### src/design/hsvrgb_pkg.sv
// ============================================================================
// hsvrgb_pkg
// Shared constants, sector codes and pipeline control type of the converter.
// ============================================================================
package hsvrgb_pkg;

	localparam int FRAC_BITS_DEF = 16;

	localparam int HUE_W = 16;
	localparam int IN_W  = 18;
	localparam int OUT_W = 8;
	localparam int SEC_W = 3;
	localparam int H6_W  = HUE_W + SEC_W;

	// Sector of the hue circle, one sixth of a turn each.
	localparam logic [SEC_W-1:0] SEC_RY = 3'd0;
	localparam logic [SEC_W-1:0] SEC_YG = 3'd1;
	localparam logic [SEC_W-1:0] SEC_GC = 3'd2;
	localparam logic [SEC_W-1:0] SEC_CB = 3'd3;
	localparam logic [SEC_W-1:0] SEC_BM = 3'd4;

	// Load enables of the four pipeline stages.
	typedef struct packed {
		logic en_s1;
		logic en_s2;
		logic en_s3;
		logic en_s4;
	} pipe_en_t;

endpackage

### src/design/hsvrgb_front.sv
// ============================================================================
// hsvrgb_front
// First stage: clamps saturation and value and splits hue into sector and
// fraction.
// ============================================================================
module hsvrgb_front import hsvrgb_pkg::*; #(
	parameter int FRAC_BITS = FRAC_BITS_DEF,
	parameter int SW = (FRAC_BITS + 1 < 17) ? FRAC_BITS + 1 : 17
) (
	input  logic                    clk,
	input  pipe_en_t                pen,
	input  logic [HUE_W-1:0]        hue,
	input  logic signed [IN_W-1:0]  saturation,
	input  logic signed [IN_W-1:0]  brightness,
	output logic [SEC_W-1:0]        sector_s1,
	output logic [HUE_W-1:0]        frac_s1,
	output logic [SW-1:0]           sat_s1,
	output logic [SW-1:0]           val_s1
);

	localparam int RW = (FRAC_BITS + 1 > 17) ? FRAC_BITS + 1 : 17;
	localparam logic [RW-1:0] ONE_R = RW'(1) << FRAC_BITS;

	logic [H6_W-1:0] h6;
	logic [RW-1:0]   sat_ext;
	logic [RW-1:0]   val_ext;
	logic [RW-1:0]   sat_cl;
	logic [RW-1:0]   val_cl;

	always_comb begin
		h6      = H6_W'(hue) * H6_W'(6);
		sat_ext = RW'(saturation[IN_W-2:0]);
		val_ext = RW'(brightness[IN_W-2:0]);
		if (saturation[IN_W-1]) begin
			sat_cl = '0;
		end else if (sat_ext > ONE_R) begin
			sat_cl = ONE_R;
		end else begin
			sat_cl = sat_ext;
		end
		if (brightness[IN_W-1]) begin
			val_cl = '0;
		end else if (val_ext > ONE_R) begin
			val_cl = ONE_R;
		end else begin
			val_cl = val_ext;
		end
	end

	always_ff @(posedge clk) begin
		if (pen.en_s1) begin
			sector_s1 <= h6[H6_W-1:HUE_W];
			frac_s1   <= h6[HUE_W-1:0];
			sat_s1    <= SW'(sat_cl);
			val_s1    <= SW'(val_cl);
		end
	end

endmodule

### src/design/hsvrgb_mix.sv
// ============================================================================
// hsvrgb_mix
// Second and third stages: scaled saturation terms, then p, q and t.
// ============================================================================
module hsvrgb_mix import hsvrgb_pkg::*; #(
	parameter int FRAC_BITS = FRAC_BITS_DEF,
	parameter int SW = (FRAC_BITS + 1 < 17) ? FRAC_BITS + 1 : 17
) (
	input  logic               clk,
	input  pipe_en_t           pen,
	input  logic [SEC_W-1:0]   sector_s1,
	input  logic [HUE_W-1:0]   frac_s1,
	input  logic [SW-1:0]      sat_s1,
	input  logic [SW-1:0]      val_s1,
	output logic [SEC_W-1:0]   sector_s3,
	output logic [SW-1:0]      val_s3,
	output logic [SW-1:0]      p_s3,
	output logic [SW-1:0]      q_s3,
	output logic [SW-1:0]      t_s3
);

	localparam int OW  = FRAC_BITS + 1;
	localparam int GW  = HUE_W + 1;
	localparam int MW1 = SW + GW;
	localparam int MW2 = SW + OW;
	localparam logic [OW-1:0] ONE_O = OW'(1) << FRAC_BITS;
	localparam logic [GW-1:0] HUE_ONE = GW'(1) << HUE_W;

	logic [GW-1:0]  gfrac;
	logic [MW1-1:0] sf_full;
	logic [MW1-1:0] sg_full;
	logic [SW-1:0]  sf;
	logic [SW-1:0]  sg;

	logic [SEC_W-1:0] sector_s2;
	logic [SW-1:0]    val_s2;
	logic [OW-1:0]    oms_s2;
	logic [OW-1:0]    omsf_s2;
	logic [OW-1:0]    omsg_s2;

	logic [MW2-1:0] p_full;
	logic [MW2-1:0] q_full;
	logic [MW2-1:0] t_full;

	always_comb begin
		gfrac   = HUE_ONE - GW'(frac_s1);
		sf_full = MW1'(sat_s1) * MW1'(frac_s1);
		sg_full = MW1'(sat_s1) * MW1'(gfrac);
		sf      = sf_full[SW+HUE_W-1:HUE_W];
		sg      = sg_full[SW+HUE_W-1:HUE_W];
	end

	always_ff @(posedge clk) begin
		if (pen.en_s2) begin
			sector_s2 <= sector_s1;
			val_s2    <= val_s1;
			oms_s2    <= ONE_O - OW'(sat_s1);
			omsf_s2   <= ONE_O - OW'(sf);
			omsg_s2   <= ONE_O - OW'(sg);
		end
	end

	always_comb begin
		p_full = MW2'(val_s2) * MW2'(oms_s2);
		q_full = MW2'(val_s2) * MW2'(omsf_s2);
		t_full = MW2'(val_s2) * MW2'(omsg_s2);
	end

	always_ff @(posedge clk) begin
		if (pen.en_s3) begin
			sector_s3 <= sector_s2;
			val_s3    <= val_s2;
			p_s3      <= p_full[FRAC_BITS+SW-1:FRAC_BITS];
			q_s3      <= q_full[FRAC_BITS+SW-1:FRAC_BITS];
			t_s3      <= t_full[FRAC_BITS+SW-1:FRAC_BITS];
		end
	end

endmodule

### src/design/hsvrgb_out.sv
// ============================================================================
// hsvrgb_out
// Fourth stage: routes v, p, q and t to the channels and scales to bytes.
// ============================================================================
module hsvrgb_out import hsvrgb_pkg::*; #(
	parameter int FRAC_BITS = FRAC_BITS_DEF,
	parameter int SW = (FRAC_BITS + 1 < 17) ? FRAC_BITS + 1 : 17
) (
	input  logic               clk,
	input  pipe_en_t           pen,
	input  logic [SEC_W-1:0]   sector_s3,
	input  logic [SW-1:0]      val_s3,
	input  logic [SW-1:0]      p_s3,
	input  logic [SW-1:0]      q_s3,
	input  logic [SW-1:0]      t_s3,
	output logic [OUT_W-1:0]   red_s4,
	output logic [OUT_W-1:0]   green_s4,
	output logic [OUT_W-1:0]   blue_s4
);

	localparam int PW = FRAC_BITS + OUT_W + 1;

	logic [SW-1:0] r_x;
	logic [SW-1:0] g_x;
	logic [SW-1:0] b_x;
	logic [PW-1:0] r_p;
	logic [PW-1:0] g_p;
	logic [PW-1:0] b_p;

	always_comb begin
		unique case (sector_s3)
			SEC_RY: begin
				r_x = val_s3; g_x = t_s3;   b_x = p_s3;
			end
			SEC_YG: begin
				r_x = q_s3;   g_x = val_s3; b_x = p_s3;
			end
			SEC_GC: begin
				r_x = p_s3;   g_x = val_s3; b_x = t_s3;
			end
			SEC_CB: begin
				r_x = p_s3;   g_x = q_s3;   b_x = val_s3;
			end
			SEC_BM: begin
				r_x = t_s3;   g_x = p_s3;   b_x = val_s3;
			end
			default: begin
				r_x = val_s3; g_x = p_s3;   b_x = q_s3;
			end
		endcase
		// Multiply by 255 as 256x - x.
		r_p = (PW'(r_x) << OUT_W) - PW'(r_x);
		g_p = (PW'(g_x) << OUT_W) - PW'(g_x);
		b_p = (PW'(b_x) << OUT_W) - PW'(b_x);
	end

	always_ff @(posedge clk) begin
		if (pen.en_s4) begin
			red_s4   <= r_p[FRAC_BITS+OUT_W-1:FRAC_BITS];
			green_s4 <= g_p[FRAC_BITS+OUT_W-1:FRAC_BITS];
			blue_s4  <= b_p[FRAC_BITS+OUT_W-1:FRAC_BITS];
		end
	end

endmodule

### src/design/hsv_to_rgb.sv
// ============================================================================
// hsv_to_rgb
// Fixed-point HSV to 8-bit RGB converter, four-stage pipeline.
// ============================================================================
//  Channel  Handshake            Payload
//  in       in_valid, in_stall   hue, saturation, brightness
//  out      out_valid, out_stall red, green, blue
//
// One request is taken per cycle while in_stall is low; each result passes
// through the four register stages, s1 to s4, before it is offered on out.
// The multipliers of stages two and three bound the stage depth.
// Each stage holds while its successor is full and stalled, so bubbles are
// squeezed out and in_stall rises only when all four stages are full.
// Reset clears the stage valid bits only.
// ============================================================================
module hsv_to_rgb import hsvrgb_pkg::*; #(
	parameter int FRAC_BITS = FRAC_BITS_DEF
) (
	input  logic                   clk,
	input  logic                   arst_n,
	input  logic                   in_valid,
	output logic                   in_stall,
	input  logic [HUE_W-1:0]       hue,
	input  logic signed [IN_W-1:0] saturation,
	input  logic signed [IN_W-1:0] brightness,
	output logic                   out_valid,
	input  logic                   out_stall,
	output logic [OUT_W-1:0]       red,
	output logic [OUT_W-1:0]       green,
	output logic [OUT_W-1:0]       blue
);

	localparam int SW = (FRAC_BITS + 1 < 17) ? FRAC_BITS + 1 : 17;

	pipe_en_t pen;

	logic valid_s1;
	logic valid_s2;
	logic valid_s3;
	logic valid_s4;

	logic [SEC_W-1:0] sector_s1;
	logic [HUE_W-1:0] frac_s1;
	logic [SW-1:0]    sat_s1;
	logic [SW-1:0]    val_s1;
	logic [SEC_W-1:0] sector_s3;
	logic [SW-1:0]    val_s3;
	logic [SW-1:0]    p_s3;
	logic [SW-1:0]    q_s3;
	logic [SW-1:0]    t_s3;

	always_comb begin
		pen.en_s4 = !valid_s4 || !out_stall;
		pen.en_s3 = !valid_s3 || pen.en_s4;
		pen.en_s2 = !valid_s2 || pen.en_s3;
		pen.en_s1 = !valid_s1 || pen.en_s2;
	end

	assign in_stall  = !pen.en_s1;
	assign out_valid = valid_s4;

	always_ff @(posedge clk or negedge arst_n) begin
		if (!arst_n) begin
			valid_s1 <= 1'b0;
			valid_s2 <= 1'b0;
			valid_s3 <= 1'b0;
			valid_s4 <= 1'b0;
		end else begin
			if (pen.en_s1) begin
				valid_s1 <= in_valid;
			end
			if (pen.en_s2) begin
				valid_s2 <= valid_s1;
			end
			if (pen.en_s3) begin
				valid_s3 <= valid_s2;
			end
			if (pen.en_s4) begin
				valid_s4 <= valid_s3;
			end
		end
	end

	hsvrgb_front #(
		.FRAC_BITS (FRAC_BITS),
		.SW        (SW)
	) u_front (
		.clk        (clk),
		.pen        (pen),
		.hue        (hue),
		.saturation (saturation),
		.brightness (brightness),
		.sector_s1  (sector_s1),
		.frac_s1    (frac_s1),
		.sat_s1     (sat_s1),
		.val_s1     (val_s1)
	);

	hsvrgb_mix #(
		.FRAC_BITS (FRAC_BITS),
		.SW        (SW)
	) u_mix (
		.clk       (clk),
		.pen       (pen),
		.sector_s1 (sector_s1),
		.frac_s1   (frac_s1),
		.sat_s1    (sat_s1),
		.val_s1    (val_s1),
		.sector_s3 (sector_s3),
		.val_s3    (val_s3),
		.p_s3      (p_s3),
		.q_s3      (q_s3),
		.t_s3      (t_s3)
	);

	hsvrgb_out #(
		.FRAC_BITS (FRAC_BITS),
		.SW        (SW)
	) u_out (
		.clk       (clk),
		.pen       (pen),
		.sector_s3 (sector_s3),
		.val_s3    (val_s3),
		.p_s3      (p_s3),
		.q_s3      (q_s3),
		.t_s3      (t_s3),
		.red_s4    (red),
		.green_s4  (green),
		.blue_s4   (blue)
	);

endmodule

### config.mk
export PLATFORM = sky130hd
export DESIGN_NAME = hsv_to_rgb
export DESIGN_NICKNAME = d
export VERILOG_FILES = /design/src/design/hsvrgb_pkg.sv /design/src/design/hsvrgb_front.sv /design/src/design/hsvrgb_mix.sv /design/src/design/hsvrgb_out.sv /design/src/design/hsv_to_rgb.sv
export SDC_FILE = /design/constraint.sdc
export NUM_CORES = 2
export LEC_CHECK = 0
export BUFFER_PORTS_ARGS = -buffer_cell sky130_fd_sc_hd__buf_4
export CAP_MARGIN = 20
export CORE_ASPECT_RATIO = 0.7
export CORE_MARGIN = 2
export CORE_UTILIZATION = 40
export DETAILED_ROUTE_END_ITERATION = 8
export PLACE_DENSITY = 0.58
export SKIP_LAST_GASP = 1
export SLEW_MARGIN = 20
export SYNTH_ARGS = -nofsm -noshare
export SYNTH_HDL_FRONTEND = slang
export SYNTH_HIERARCHICAL = 1
export SYNTH_SLANG_ARGS = --single-unit
### constraint.sdc
create_clock -name clk -period 9.8 [get_ports clk]
set_input_delay 2.94 -clock clk [delete_from_list [all_inputs] [get_ports clk]]
set_output_delay 2.94 -clock clk [all_outputs]
set_load 0.02 [all_outputs]
# After elaboration in Yosys (flattened, before gate mapping)
# Cells that the tools add are included.
# word_totals
register_bits	222
inputBits	56
output_inout_bits	26
# classes
n_addsub	7
n_mul	6
n_lt_le_gt_ge	2
n_eq_ne	4
n_mux	5
n_reduce_logical	17
# op_table
cell	n
$pmux W17 S3	3
$mul A17 B17 Y33	4
$sub A24 B17 Y24	3
$sub A17 B17 Y17 const A	3
$gt A17 B17 Y1 const B	2
$mux W17	2
$mul A17 B15 Y32	1
$mul A16 B2 Y18 const B	1
$sub A17 B16 Y17 const A	1
$reduce_or A2 Y1	6
$eq A3 B2 Y1 const B	2
$logic_not A1 Y1	6
$logic_or A1 B1 Y1	4
$eq A3 B1 Y1 const B	1
$eq A3 B3 Y1 const B	1
$logic_not A3 Y1	1

# Depth between registers and ports, before layout
# logic_depth
depth_word	6
depth_mapped	36

# Hierarchy
# Netlist, hierarchy kept.
# by_module_without_submodules
module	instances	cells_each	area_per_inst_um2	seq_area_each_um2
hsvrgb_mix	1	5435	49568.8	4264.1
hsvrgb_out	1	569	4762.1	720.7
hsvrgb_front	1	200	2605.0	1561.5
hsv_to_rgb	1	14	167.7	100.1

# Worst setup path before layout
# Ideal clock, no wire load.
# synth_path
path_kind	reg2reg
startpoint	register u_front.frac_s1[1]
endpoint	register u_mix.omsg_s2[16], data pin
setup_time_ps	260
arrival_ps	8531
required_time_ps	9540
path_slack_ps	1009
path_stages_with_launch	31
path_buffers	2
synth_period_minus_slack_ps	8791
cell_sequence	edfxtp_1 > clkbuf_1 > inv_1 > ha_1 > nand2b_1 > nor4_1 > nand2_1 > nor4_1 > xnor2_1 > clkbuf_1 > nand2_1 > fa_1 > inv_1 > fa_1 > fa_1 > fa_1 > fa_1 > inv_1 > fa_1 > inv_1 > ha_1 > and2_1 > and3_2 > and4_4 > a2111oi_4 > xnor2_1 > or4_4 > or4_4 > or4_1 > nand4_1 > xnor2_1
# synth_via
elab_chain_len	3
# synth_rtl
element	line_no	text
start: declaration	hsvrgb_front.sv:16	output logic [HUE_W-1:0] frac_s1,
start signal: assignment	hsvrgb_front.sv:53	frac_s1 <= h6[HUE_W-1:0];
$sub A17 B16 Y17	hsvrgb_mix.sv:46	gfrac = HUE_ONE - GW'(frac_s1);
$mul A17 B17 Y33	hsvrgb_mix.sv:48	sg_full = MW1'(sat_s1) * MW1'(gfrac);
$sub A17 B17 Y17	hsvrgb_mix.sv:59	omsg_s2 <= ONE_O - OW'(sg);
end signal: assignment	hsvrgb_mix.sv:59	
end: declaration	hsvrgb_mix.sv:39	logic [OW-1:0] omsg_s2;
# Every way passes these cells.
# A chain may end at the register's enable or synchronous reset.

# Worst setup path in the final report
# layout_path
startpoint	register u_front.frac_s1[2]
endpoint	register u_mix.omsg_s2[16], data pin
# The elaborated chain is that of the path after synthesis.

==> results.cfg <==
[synthesis]
ys.flop_type = edfxtp_1
ys_warn_count = 6
async_reset_ff_share_pct = 1.80
ys_types = 125
avgSynthCellArea_um2 = 9.18
synth_top_area_share_pct = 38.3
synth_edf_count = 218
syn_area_um2 = 57100
netlist_instances = 6218
yosysTopAreaCell = fa_1
synthTopCellsByArea = fa_1 38%, ha_1 12%, edfxtp_1 11%
synth_seq_cells = 222
yosysSeqAreaShare_pct = 11.6
syn_nets = 7916

[worst_setup_path]
crit_type = reg2reg
crit_buf_inv = 4
ff2ff_path_depth = 29
crit_cells = 29
critPathRequiredTime_ns = 10.17
cp-start-kind = flop
critPathMaxFanout = 12
cp.arrival_ns = 9.61
max_stage_delay_ns = 0.57
path_delay_family = simple AND/OR/NAND/NOR gates
crit_start = u_front/frac_s1[2]
cp_slowest_cell = or4_4
reg2reg_from = u_front/frac_s1[2]
end_kind = flop
timing.critical_path.mode_cell = fa_1

[sta]
fin_worst_skew_ns = 0.0269
fmax_mhz = 108
tightestPinTransition_ns = 1.21
drv_slew = 0
rsz0062_at_grt = no
setup-violations-final = 0
slew_headroom_pct = 19.3
finalCriticalPeriod_ns = 9.24
post-route-period-util_pct = 94.3
final_hold_viol_count = 0
tns_ns = 0

[worst_hold_path]
hp-start = u_front/val_s1[5]
holdPathStages = 0
worstHoldPathType = reg2reg

[routing]
routed_wl_mm = 160
post-route-drc-count = 0
antenna_left = 0
first_pass_iters = 5
route.detailed.wl_per_inst_um = 20.0
routed_via_density = 5.18
vias = 41400
drt_iter0_markers = 3092

[global_routing]
grt-ovfl-total = 0
grt_pass1_wl_mm = 257
grt_antenna_before_repair = 8
grt_max_degree = 72
grt_pass1_vias = 43700
grt_use_total_pct = 22.6

[cts]
clk-insertion-delay-late_ns = 0.63
htreeDepth = 1
root_buffer = clkbuf_16
clock_sinks = 222
cts_max_path_buffers = 3
clk_pin_slew_worst_paths_ns = 0.08
cts_tree = done
numCtsBuffers = 27

[cells_and_area]
area_growth_pct = 5.76
fillerInstances = 13700
final_cell_mix = 1309 x inv_1, 1092 x fa_1, 1041 x nand2_1
drive_above_1_share_pct = 5.27
nets = 7792
final_common_cell = inv_1

[placed_design]
portBuffers = 81
gp_congestion = 0.900
dp_hpwl_mm = 124

[flow_run]
drv_cap = 0

[floorplan]
dieWidth_um = 456
core_um2 = 141000
dieHeight_um = 320
io-pin-count = 82
rows = 115
dieArea_um2 = 146000
start_util_pct = 40.5

[outcome]
status = finished clean
-- final cells by class --
cell class,count,area (um^2),share of cell area [%]
Clock inverter,23,195,0.323
Tap cell,1872,2340,3.88
Sequential cell,222,6650,11.0
Clock buffer,27,676,1.12
Antenna cell,5,12.5,0.0207
Timing Repair Buffer,187,1500,2.48
Multi-Input combinational cell,4345,44100,73.0
Inverter,1311,4920,8.15
-- cells by family after synthesis --
group           synth area share (%)
simple gates                    16.9
buf+inv                         11.2
fa+ha+maj                       50.4
compound gates                  5.78
flops                           11.6
xor+xnor                        2.99
mux                             1.16
other cells                  0.00657
-- registers in the layout (all words and copies together) (netlist names) --
name	flops
u_mix/sector_s3	3
u_front/sector_s1	3
out_valid	1
u_front/sat_s1	17
valid_s3	1
valid_s2	1
u_mix/t_s3	17
u_front/frac_s1	15
u_mix/p_s3	17
u_mix/omsf_s2	17
u_mix/sector_s2	3
u_mix/q_s3	17
u_out/red_s4	8
u_mix/oms_s2	17
u_out/green_s4	8
u_mix/val_s2	17
u_mix/omsg_s2	17
u_mix/val_s3	17
u_front/val_s1	17
u_out/blue_s4	8
valid_s1	1
-- path summary, 6_finish.rpt --
kind,endpoint,slack (ns)
worst max-delay path,u_mix/omsg_s2[16],0.56
worst min-delay path,u_mix/val_s2[5],0.41
worst max register to register,u_mix/omsg_s2[16],0.56
worst min register to register,u_mix/val_s2[5],0.41
max in group asynchronous,valid_s3,7.60
min in group asynchronous,valid_s1,2.10
-- what timing repair did --
| item | in CTS | in global routing |
|---|---|---|
| setup endpoints to repair | 0 | 1 |
| gates resized for setup | 0 | 1 |
| hold buffers | 0 | 0 |
| setup buffers | 0 | 0 |
-- cells in the mapped netlist (8+ instances only) --
cell / n
inv_1: 1309
fa_1: 1092
nand2_1: 1042
ha_1: 550
and2_1: 525
clkbuf_1: 295
edfxtp_1: 218
xnor2_1: 133
nor2_1: 108
a21oi_1: 106
o21ai_0: 65
xor2_1: 60
nor3_1: 56
a21o_1: 49
mux2i_1: 40
nand3_1: 37
nand4_1: 29
nor2b_1: 25
and3_1: 23
nand2b_1: 23
a211oi_1: 22
nor4_1: 22
o21a_1: 21
o211ai_1: 17
a31oi_1: 16
buf_6: 16
mux2_2: 15
o21ai_1: 13
a211o_1: 11
buf_1: 11
o221ai_1: 10
o31ai_1: 10
buf_2: 9
o21bai_1: 9
o22ai_1: 9
or3_1: 9
or4_1: 9
buf_4: 8
or2_2: 8
-- per-stage QoR --
step | utilization [%] | instance area (um^2) | hold WS (ns) | std cells | setup WS, ns
finish | 42.8 | 60400 | 0.412 | 7992 | 0.563
global route | 42.8 | 60400 | 0.424 | 7990 | 0.0826
CTS | 42.8 | 60300 | 0.407 | 7986 | 0.614
detailed placement | 42.1 | 59500 | 0.407 | 7936 | 0.594
global placement | 42.1 | 59500 | 0.404 | 7936 | 0.677
floorplan | - | 57100 | 0.400 | 6218 | 1.01
-- layer usage --
layer  up-vias  part of all wire, %  global-route usage (%)
li1      18800                    -                       -
met1     21100                   49                    35.1
met2      1406                   41                    32.9
met3       130                  8.4                    4.23
met4         0                  1.4                    3.36
met5         -                    0                       0
Power is left out: the tool's default activity adds up to more than one toggle a clock period on the data nets, which glitch-free logic cannot reach.
